===== config.mk =====
export PLATFORM = sky130hd
export DESIGN_NAME = bqf_coeff_regs
export DESIGN_NICKNAME = d
export VERILOG_FILES = /design/src/design/bqf_pkg.sv /design/src/design/bqf_coeff_regs.sv
export SDC_FILE = /design/constraint.sdc
export NUM_CORES = 1
export LEC_CHECK = 0
export BUFFER_PORTS_ARGS = -buffer_cell sky130_fd_sc_hd__clkbuf_2
export CAP_MARGIN = 20
export CORE_MARGIN = 2
export CORE_UTILIZATION = 30
export CTS_CLUSTER_SIZE = 8
export DETAILED_ROUTE_END_ITERATION = 6
export PLACE_DENSITY_LB_ADDON = 0.3
export SYNTH_ARGS = -nofsm -noshare
export SYNTH_HDL_FRONTEND = slang
export SYNTH_SLANG_ARGS = --single-unit

===== constraint.sdc =====
create_clock -name i_clk -period 1.2 [get_ports i_clk]
set_clock_uncertainty 0.15 [all_clocks]
set_input_delay 0.06 -clock i_clk [delete_from_list [all_inputs] [get_ports i_clk]]
set_output_delay 0.06 -clock i_clk [all_outputs]
set_load 0.1 [all_outputs]

===== src/design/bqf_pkg.sv =====
// Shared types and constants of the biquad filter: coefficient set and register indexes.
package bqf_pkg;

    localparam int COEFF_W   = 16;
    localparam int CFG_IDX_W = 3;

    localparam logic signed [COEFF_W-1:0] B0_RESET = 16'sd16384;

    typedef enum logic [CFG_IDX_W-1:0] {
        CFG_FF_GAIN_0 = 3'd0,
        CFG_FF_GAIN_1 = 3'd1,
        CFG_FF_GAIN_2 = 3'd2,
        CFG_FB_GAIN_1 = 3'd3,
        CFG_FB_GAIN_2 = 3'd4
    } t_cfg_idx;

    typedef struct packed {
        logic signed [COEFF_W-1:0] b0;
        logic signed [COEFF_W-1:0] b1;
        logic signed [COEFF_W-1:0] b2;
        logic signed [COEFF_W-1:0] a1;
        logic signed [COEFF_W-1:0] a2;
    } t_coeffs;

endpackage


===== src/design/bqf_coeff_regs.sv =====
// Coefficient register bank of the biquad filter, written through the configuration port.
module bqf_coeff_regs (
    input  logic                            i_clk,
    input  logic                            i_rst_n,
    input  logic                            i_cfg_we,
    input  logic [bqf_pkg::CFG_IDX_W-1:0]   i_cfg_index,
    input  logic [bqf_pkg::COEFF_W-1:0]     i_cfg_data,
    output bqf_pkg::t_coeffs                o_coeffs
);

    bqf_pkg::t_coeffs r_coeffs;
    bqf_pkg::t_coeffs n_coeffs;

    always_comb begin
        n_coeffs = r_coeffs;
        if (i_cfg_we) begin
            unique case (i_cfg_index)
                bqf_pkg::CFG_FF_GAIN_0: n_coeffs.b0 = i_cfg_data;
                bqf_pkg::CFG_FF_GAIN_1: n_coeffs.b1 = i_cfg_data;
                bqf_pkg::CFG_FF_GAIN_2: n_coeffs.b2 = i_cfg_data;
                bqf_pkg::CFG_FB_GAIN_1: n_coeffs.a1 = i_cfg_data;
                bqf_pkg::CFG_FB_GAIN_2: n_coeffs.a2 = i_cfg_data;
                default:                n_coeffs = r_coeffs;
            endcase
        end
    end

    always_ff @(posedge i_clk) begin
        if (!i_rst_n) begin
            r_coeffs.b0 <= bqf_pkg::B0_RESET;
            r_coeffs.b1 <= '0;
            r_coeffs.b2 <= '0;
            r_coeffs.a1 <= '0;
            r_coeffs.a2 <= '0;
        end else begin
            r_coeffs <= n_coeffs;
        end
    end

    assign o_coeffs = r_coeffs;

endmodule


# Word level (Yosys, flattened, before mapping)
# Cells that the tools add are included.
# classes
n_reduce_logical	6
n_eq_ne	4
# op_table
operator	count
AND reduction 2 bit	5
== test 3 x 2 -> 1 bit, second input constant	2
== test 3 x 1 -> 1 bit, second input constant	1
== test 3 bit, second input constant	1
zero test 3 bit	1
# totals
regBits	80
output_inout_bits	80
in_bits	22

# Longest topological paths before layout
# Gate-level depths: netlist (run 1).
# depth
depth_word	2
ltp_mapped	5
ltp_nobuf	2

# Worst setup path before layout (run 1)
# Ideal clock, no wire load.
# synth_timing
path_kind	flip-flop to flip-flop
startpoint	register o_coeffs[0] (netlist name)
endpoint	register r_coeffs, in the netlist o_coeffs[0]
path_buffers	0
path_stages_with_launch	3
setup_ns	0.072
t_arrival_ns	1.158
path_slack_ns	-0.180
required_time_ns	0.978
path_cell_list	dfxtp_1 nand2_1 mux2i_1
# synth_lines
item	line_no	rtl
end signal: assignment	bqf_coeff_regs.sv:36	r_coeffs <= n_coeffs;
end: declaration	bqf_coeff_regs.sv:11	bqf_pkg::t_coeffs r_coeffs;

# Worst setup path in the final report (run 1)
# layout_timing
startpoint	register r_coeffs, in the netlist o_coeffs[54]
endpoint	output o_coeffs[54] (netlist name)
# layout_lines
item	line_no	rtl
end: declaration	bqf_coeff_regs.sv:8	output bqf_pkg::t_coeffs o_coeffs
# No word-level cell between the ends.

==> qor.tcl, run 1 <==
set qor(outcome) {finished, final reports clean}
set qor(chipHeight_microns) 104
set qor(cts_sinks) 80
set qor(post_cts_buffers) 0
set qor(grt.total_usage) 0.149
set qor(layout.cells.most_common) {sky130_fd_sc_hd__nand2_1}
set qor(htree_levels) 3
set qor(worst_ir_drop_vdd_mv) 0.467
set qor(final_period_minus_worst_setup_slack_ps) 1100
set qor(core.rowCount) 36
set qor(floorplan.die_area_sq_um) 10800
set qor(clockRootBuffer) {sky130_fd_sc_hd__clkbuf_8}
set qor(crit-reg2reg-capture) {o_coeffs[55]}
set qor(placed_cell_area_sq_um) 4980
set qor(tightestPinTransition_ps) 256
set qor(power.static_leakage_nw) 2.33
set qor(mean_number_of_vias_per_cell) 4.39
set qor(insertion_delay_ps) 340
set qor(post_synth.cell_area_avg_sq_um) 10.6
set qor(power_density_nw_per_um2) 1090
set qor(critical_path.max_fanout) 2
set qor(port-buffer-count) 101
set qor(1st_iter_drt_viols) 57
set qor(worst_setup_path_end_kind) {primary output}
set qor(timing.final.hold_violations) 0
set qor(area_occupied_by_multi_input_gates_sq_um) 1240
set qor(tritoncts_clock_tree) {yes}
set qor(place_inst) 507
set qor(worst_ep_required_time_ps) 990
set qor(setup_viol) 0
set qor(num-nets-final) 423
set qor(num_vias) 2364
set qor(setup_repair_after_global_routing_missed_its_margin) {no}
set qor(max-slew-margin-rel) 0.828
set qor(detail_route.first_pass.iterations) 4
set qor(antenna_left) 0
set qor(globalRoute.totalOverflow) 0
set qor(worst_r2r_path_depth) 2
set qor(ys_seq_elements) 80
set qor(critPathLaunchType) {flip-flop}
set qor(worst-endpoint-arrival_ps) 890
set qor(worstPathBufferInverterCount) 1
set qor(ys.warnings.count) 0
set qor(mappedNetlistArea_sq_um) 2990
set qor(fillCellCount) 834
set qor(fin_area_sq_um) 5350
set qor(fin_setup_tns_ps) 0
set qor(crit_path_cell_trace) {buf_12}
set qor(grt_start_max_net_pins) 37
set qor(hold_depth) 4
set qor(clk_path_buf_depth) 2
set qor(final_max_slew_viol_count) 0
set qor(final_cell_mix) {sky130_fd_sc_hd__nand2_1 (95), sky130_fd_sc_hd__buf_12 (87), sky130_fd_sc_hd__mux2i_1 (80), sky130_fd_sc_hd__dfxtp_2 (80), sky130_fd_sc_hd__clkbuf_2 (20)}
set qor(synth.net_count) 305
set qor(yosys.area.top_type) {sky130_fd_sc_hd__dfxtp_1}
set qor(final_cell_count_no_fill) 539
set qor(routed_wirelength_mm) 7.68
set qor(hold_path_class) {in -> reg}
set qor(avgRoutedWirePerCell_microns) 14.3
set qor(ys_types) 13
set qor(timing.hold.worst_endpoint) {o_coeffs[10]}
set qor(design.core.area_sq_um) 9730
set qor(worst_hold_startpoint) {i_rst_n}
set qor(maximum_clock_rate_mhz) 907
set qor(maxCapViolations) 0
set qor(largest_reg_flops) 80
set qor(grt_antenna_before_repair) 0
set qor(layout.area.seq_sq_um) 1700
set qor(globalplace.congestion) 0.732
set qor(yosysTopAreaCellShare) 0.535
set qor(critical-path-slowest-cell) {sky130_fd_sc_hd__dfxtp_2}
set qor(reg2reg_from) {o_coeffs[55]}
set qor(share_of_cells_above_drive_strength_1) 0.512
set qor(slowest_delay_ps) 370
set qor(synthTopCellsByArea) {sky130_fd_sc_hd__dfxtp_1 (53%), sky130_fd_sc_hd__mux2i_1 (27%), sky130_fd_sc_hd__nand2_1 (12%)}
set qor(period_share) 0.919
set qor(area_delta_synth_final_pct) 78.6
set qor(hpwl_mm) 5.60
set qor(synth_sequential_area_ratio) 0.535
set qor(post-route-util) 0.550
set qor(family_with_the_most_delay_on_the_worst_path) {flip-flops}
set qor(remaining_drc_errors) 0
set qor(initial_utilization) 0.308
set qor(path_class) {reg -> out}
set qor(grt_pass1_vias) 2447
set qor(tritoncts.num_buffers) 9
set qor(synth_cells) 283
set qor(first_pass_grt_wire_length_mm) 12.8
set qor(insertedDiodeCount) 0
set qor(regToRegSetupSlack_ps) 410
set qor(num_io_pins) 102
set qor(fp.dieW_microns) 104
set qor(clk_pin_slew_worst_paths_ps) 90
-- kinds of logic (layout without fill, tap and decap cells) --
logic type	Yosys count	count (layout)	synth area share
muxes	80	80	0.267
DFF	80	80	0.535
and+or+nand+nor	102	102	0.143
buffers and inverters	21	144	0.0547
-- cell type report --
type / instances / area share
clock buffers: 11 / 0.0264
clock inverters: 5 / 0.0119
repair buffers: 128 / 0.381
multi-input cells: 182 / 0.231
well taps: 133 / 0.0311
flip-flops and latches: 80 / 0.318
-- how the worst max path moves through the flow --
stage	from	end	depth (start not counted)
detailed placement	i_cfg_index[0]	o_coeffs[74]	4
floorplan	o_coeffs[0]	o_coeffs[0]	2
global route	o_coeffs[48]	o_coeffs[48]	1
CTS	o_coeffs[48]	o_coeffs[48]	1
finish	o_coeffs[54]	o_coeffs[54]	1
global placement	i_cfg_index[0]	o_coeffs[65]	4
-- metal layers --
metal	global-route usage	up-vias	wire (microns)
li1	-	1167	-
met1	0.182	1121	3400
met2	0.251	66	3760
met3	0.0407	10	428
met4	0.0521	0	97
met5	0	-	0
-- stage by stage --
stage	power (mW)	hold slack, ps	worst slack, ps
after floorplan	3.44	76.2	127
after global placement	3.82	184	53.3
after detailed placement	3.83	215	14.9
after CTS	5.90	19.0	77.2
after global routing	6.05	42.1	62.4
final	5.85	38.0	97.6
-- power by group --
part / total, mW / switching [mW] / internal [mW]
sequential: 2.79 / 0.0631 / 2.72
clock: 2.05 / 1.01 / 1.04
combinational: 1.01 / 0.632 / 0.381
total: 5.85 / 1.71 / 4.14
-- Yosys cell counts --
library cell and count:
sky130_fd_sc_hd__and4bb_1 1, sky130_fd_sc_hd__buf_12 2, sky130_fd_sc_hd__buf_2 6, sky130_fd_sc_hd__buf_4 4, sky130_fd_sc_hd__buf_6 4, sky130_fd_sc_hd__clkbuf_1 5, sky130_fd_sc_hd__dfxtp_1 80, sky130_fd_sc_hd__mux2i_1 80
sky130_fd_sc_hd__nand2_1 95, sky130_fd_sc_hd__nand4b_1 1, sky130_fd_sc_hd__nand4bb_1 2, sky130_fd_sc_hd__nor2b_1 2, sky130_fd_sc_hd__nor4b_2 1
-- timing repair --
| item | CTS | global route |
|---|---|---|
| endpoints found under the hold margin | 80 | 0 |
| gates resized for setup | 0 | 0 |
| hold buffers | 16 | 0 |
Power figures use the tool's default switching activity.
==> run 2, diff against run 1 <==
Settings changed: REMOVE_ABC_BUFFERS from default to 1.
==> run 2 against run 1 <==
Utilization shrank 1.1 points. Cell area shrank 1.9%. Critical path depth is the same. Cell count shrank 0.93%. Critical path type unchanged. Worst hold slack gained 35 ps. Largest cell class unchanged. Non-clock buffer count shrank 4. Setup slack lost 39 ps. Register-to-register slack lost 30 ps. Die area is the same. Via count shrank 1.3%. Global-route usage shrank 0.46 points.
==> qor.tcl, run 2 (synthesis results as in run 1) <==
set qor(num_vias) 2334
set qor(tightestPinTransition_ps) 252
set qor(grt_pass1_vias) 2411
set qor(hold_depth) 4
set qor(critPathLaunchType) {flip-flop}
set qor(clockRootBuffer) {sky130_fd_sc_hd__clkbuf_8}
set qor(worst_ep_required_time_ps) 990
set qor(worstPathBufferInverterCount) 1
set qor(dp_worst_setup_slack_ps) 16.0
set qor(largest_reg_flops) 80
set qor(avgRoutedWirePerCell_microns) 14.2
set qor(remaining_drc_errors) 0
set qor(placed_cell_area_sq_um) 4860
set qor(design.core.area_sq_um) 9730
set qor(share_comb_of_total_power) 0.169
set qor(num-nets-final) 419
set qor(period_share) 0.951
set qor(globalRoute.totalOverflow) 0
set qor(cts_sinks) 80
set qor(post_cts_buffers) 0
set qor(critical_path.max_fanout) 2
set qor(setup_repair_after_global_routing_missed_its_margin) {no}
set qor(layout.cells.most_common) {sky130_fd_sc_hd__nand2_1}
set qor(worst_setup_path_end_kind) {primary output}
set qor(family_with_the_most_delay_on_the_worst_path) {flip-flops}
set qor(setup_viol) 0
set qor(htree_levels) 3
set qor(reg2reg_from) {o_coeffs[6]}
set qor(max-slew-margin-rel) 0.831
set qor(clk_path_buf_depth) 2
set qor(insertion_delay_ps) 330
set qor(power_density_nw_per_um2) 1130
set qor(tritoncts.num_buffers) 9
set qor(netSwitchingFraction) 0.266
set qor(final_cell_count_no_fill) 534
set qor(path_class) {reg -> out}
set qor(maxCapViolations) 0
set qor(first_pass_grt_wire_length_mm) 12.5
set qor(maximum_clock_rate_mhz) 876
set qor(final_hold_slack_ps) 72.6
set qor(timing.hold.worst_endpoint) {o_coeffs[73]}
set qor(fp.dieW_microns) 104
set qor(core.rowCount) 36
set qor(mean_number_of_vias_per_cell) 4.37
set qor(fillCellCount) 859
set qor(area_delta_synth_final_pct) 75.1
set qor(clk_pin_slew_worst_paths_ps) 80
set qor(slowest_delay_ps) 400
set qor(outcome) {finished, final reports clean}
set qor(grt_start_max_net_pins) 52
set qor(initial_utilization) 0.308
set qor(timing.final.hold_violations) 0
set qor(post-route-util) 0.539
set qor(port-buffer-count) 101
set qor(worst_hold_startpoint) {i_rst_n}
set qor(fin_area_sq_um) 5240
set qor(critical-path-slowest-cell) {sky130_fd_sc_hd__dfxtp_1}
set qor(global_route.usage.met3) 0.0526
set qor(seqPwrFrac) 0.468
set qor(groute.layer.met2.usage) 0.254
set qor(hpwl_mm) 5.17
set qor(final_period_minus_worst_setup_slack_ps) 1140
set qor(worst_ir_drop_vdd_mv) 0.784
set qor(power.static_leakage_nw) 2.29
set qor(tritoncts_clock_tree) {yes}
set qor(crit_path_cell_trace) {buf_12}
set qor(final_max_slew_viol_count) 0
set qor(detail_route.first_pass.iterations) 4
set qor(floorplan.die_area_sq_um) 10800
set qor(share_of_cells_above_drive_strength_1) 0.314
set qor(routed_wirelength_mm) 7.57
set qor(timing.critical_path.from) {o_coeffs[53]}
set qor(insertedDiodeCount) 0
set qor(gr-max-usage-layer) {met2}
set qor(crit-reg2reg-capture) {o_coeffs[6]}
set qor(globalplace.congestion) 0.738
set qor(internal_power_mw) 4.36
set qor(worst-endpoint-arrival_ps) 930
set qor(p_sw_mw) 1.58
set qor(grt.total_usage) 0.144
set qor(grtUsageMet1) 0.161
set qor(chipHeight_microns) 104
set qor(setup_ws_ps) 58.3
set qor(place_inst) 503
set qor(grt_antenna_before_repair) 0
set qor(antenna_left) 0
set qor(1st_iter_drt_viols) 59
set qor(worst_r2r_path_depth) 2
set qor(final_cell_mix) {sky130_fd_sc_hd__nand2_1 (95), sky130_fd_sc_hd__buf_12 (87), sky130_fd_sc_hd__mux2i_1 (80)}
set qor(regToRegSetupSlack_ps) 380
set qor(hold_path_class) {in -> reg}
set qor(clock_power_share) 0.364
set qor(num_io_pins) 102
==> run 2: changes by cell type in the layout (fill, tap and decap cells not counted), sizes merged <==
cell,previous run,this run
buf,92,88
inv,2,0
clkbuf,31,32
clkinvlp,1,0
bufinv,1,2
==> run 2: repair_timing <==
item | in CTS | in global routing
gates resized for setup | 0 | 1
hold buffers | 16 | 0
endpoints found under the setup margin | 0 | 1
endpoints found under the hold margin | 79 | 0
==> run 2: worst max path at each step <==
| stage | slack, ps | to | cells past startpoint |
|---|---|---|---|
| global route | 3 | o_coeffs[52] | 1 |
| detailed placement | 20 | o_coeffs[61] | 4 |
| floorplan | -760 | o_coeffs[64] | 2 |
| finish | 60 | o_coeffs[53] | 1 |
| global placement | 60 | o_coeffs[70] | 4 |
| CTS | 30 | o_coeffs[51] | 1 |
==> run 2: per-layer routing <==
metal / vias up / wire [microns]
li1: 1165 / -
met1: 1101 / 3110
met2: 60 / 3930
met3: 8 / 458
met4: 0 / 70
met5: - / 0
==> run 2: power by group through the flow <==
stage	sequential, mW	clock (mW)	combinational [mW]
4_1_cts	2.78	2.25	1.01
3_5_place_dp	2.84	0	0.966
3_3_place_gp	2.84	0	0.955
2_1_floorplan	3.22	0	0.138
6_report	2.78	2.16	1.00
5_1_grt	2.78	2.36	1.04
==> run 2: per-stage QoR <==
step                      power, mW  setup TNS (ps)
after CTS                      6.03               0
after detailed placement       3.80               0
after global routing           6.18               0
final                          5.93               0
after global placement         3.79               0
after floorplan                3.36          -24530
==> run 2: final cells by class <==
class / instances / area (sq um) / area share
Multi-Input combinational cell: 182 / 1250 / 0.238
Clock buffer: 12 / 155 / 0.0296
Timing Repair Buffer: 124 / 2010 / 0.383
Sequential cell: 80 / 1600 / 0.306
Tap cell: 133 / 166 / 0.0317
Clock inverter: 3 / 65.1 / 0.0124
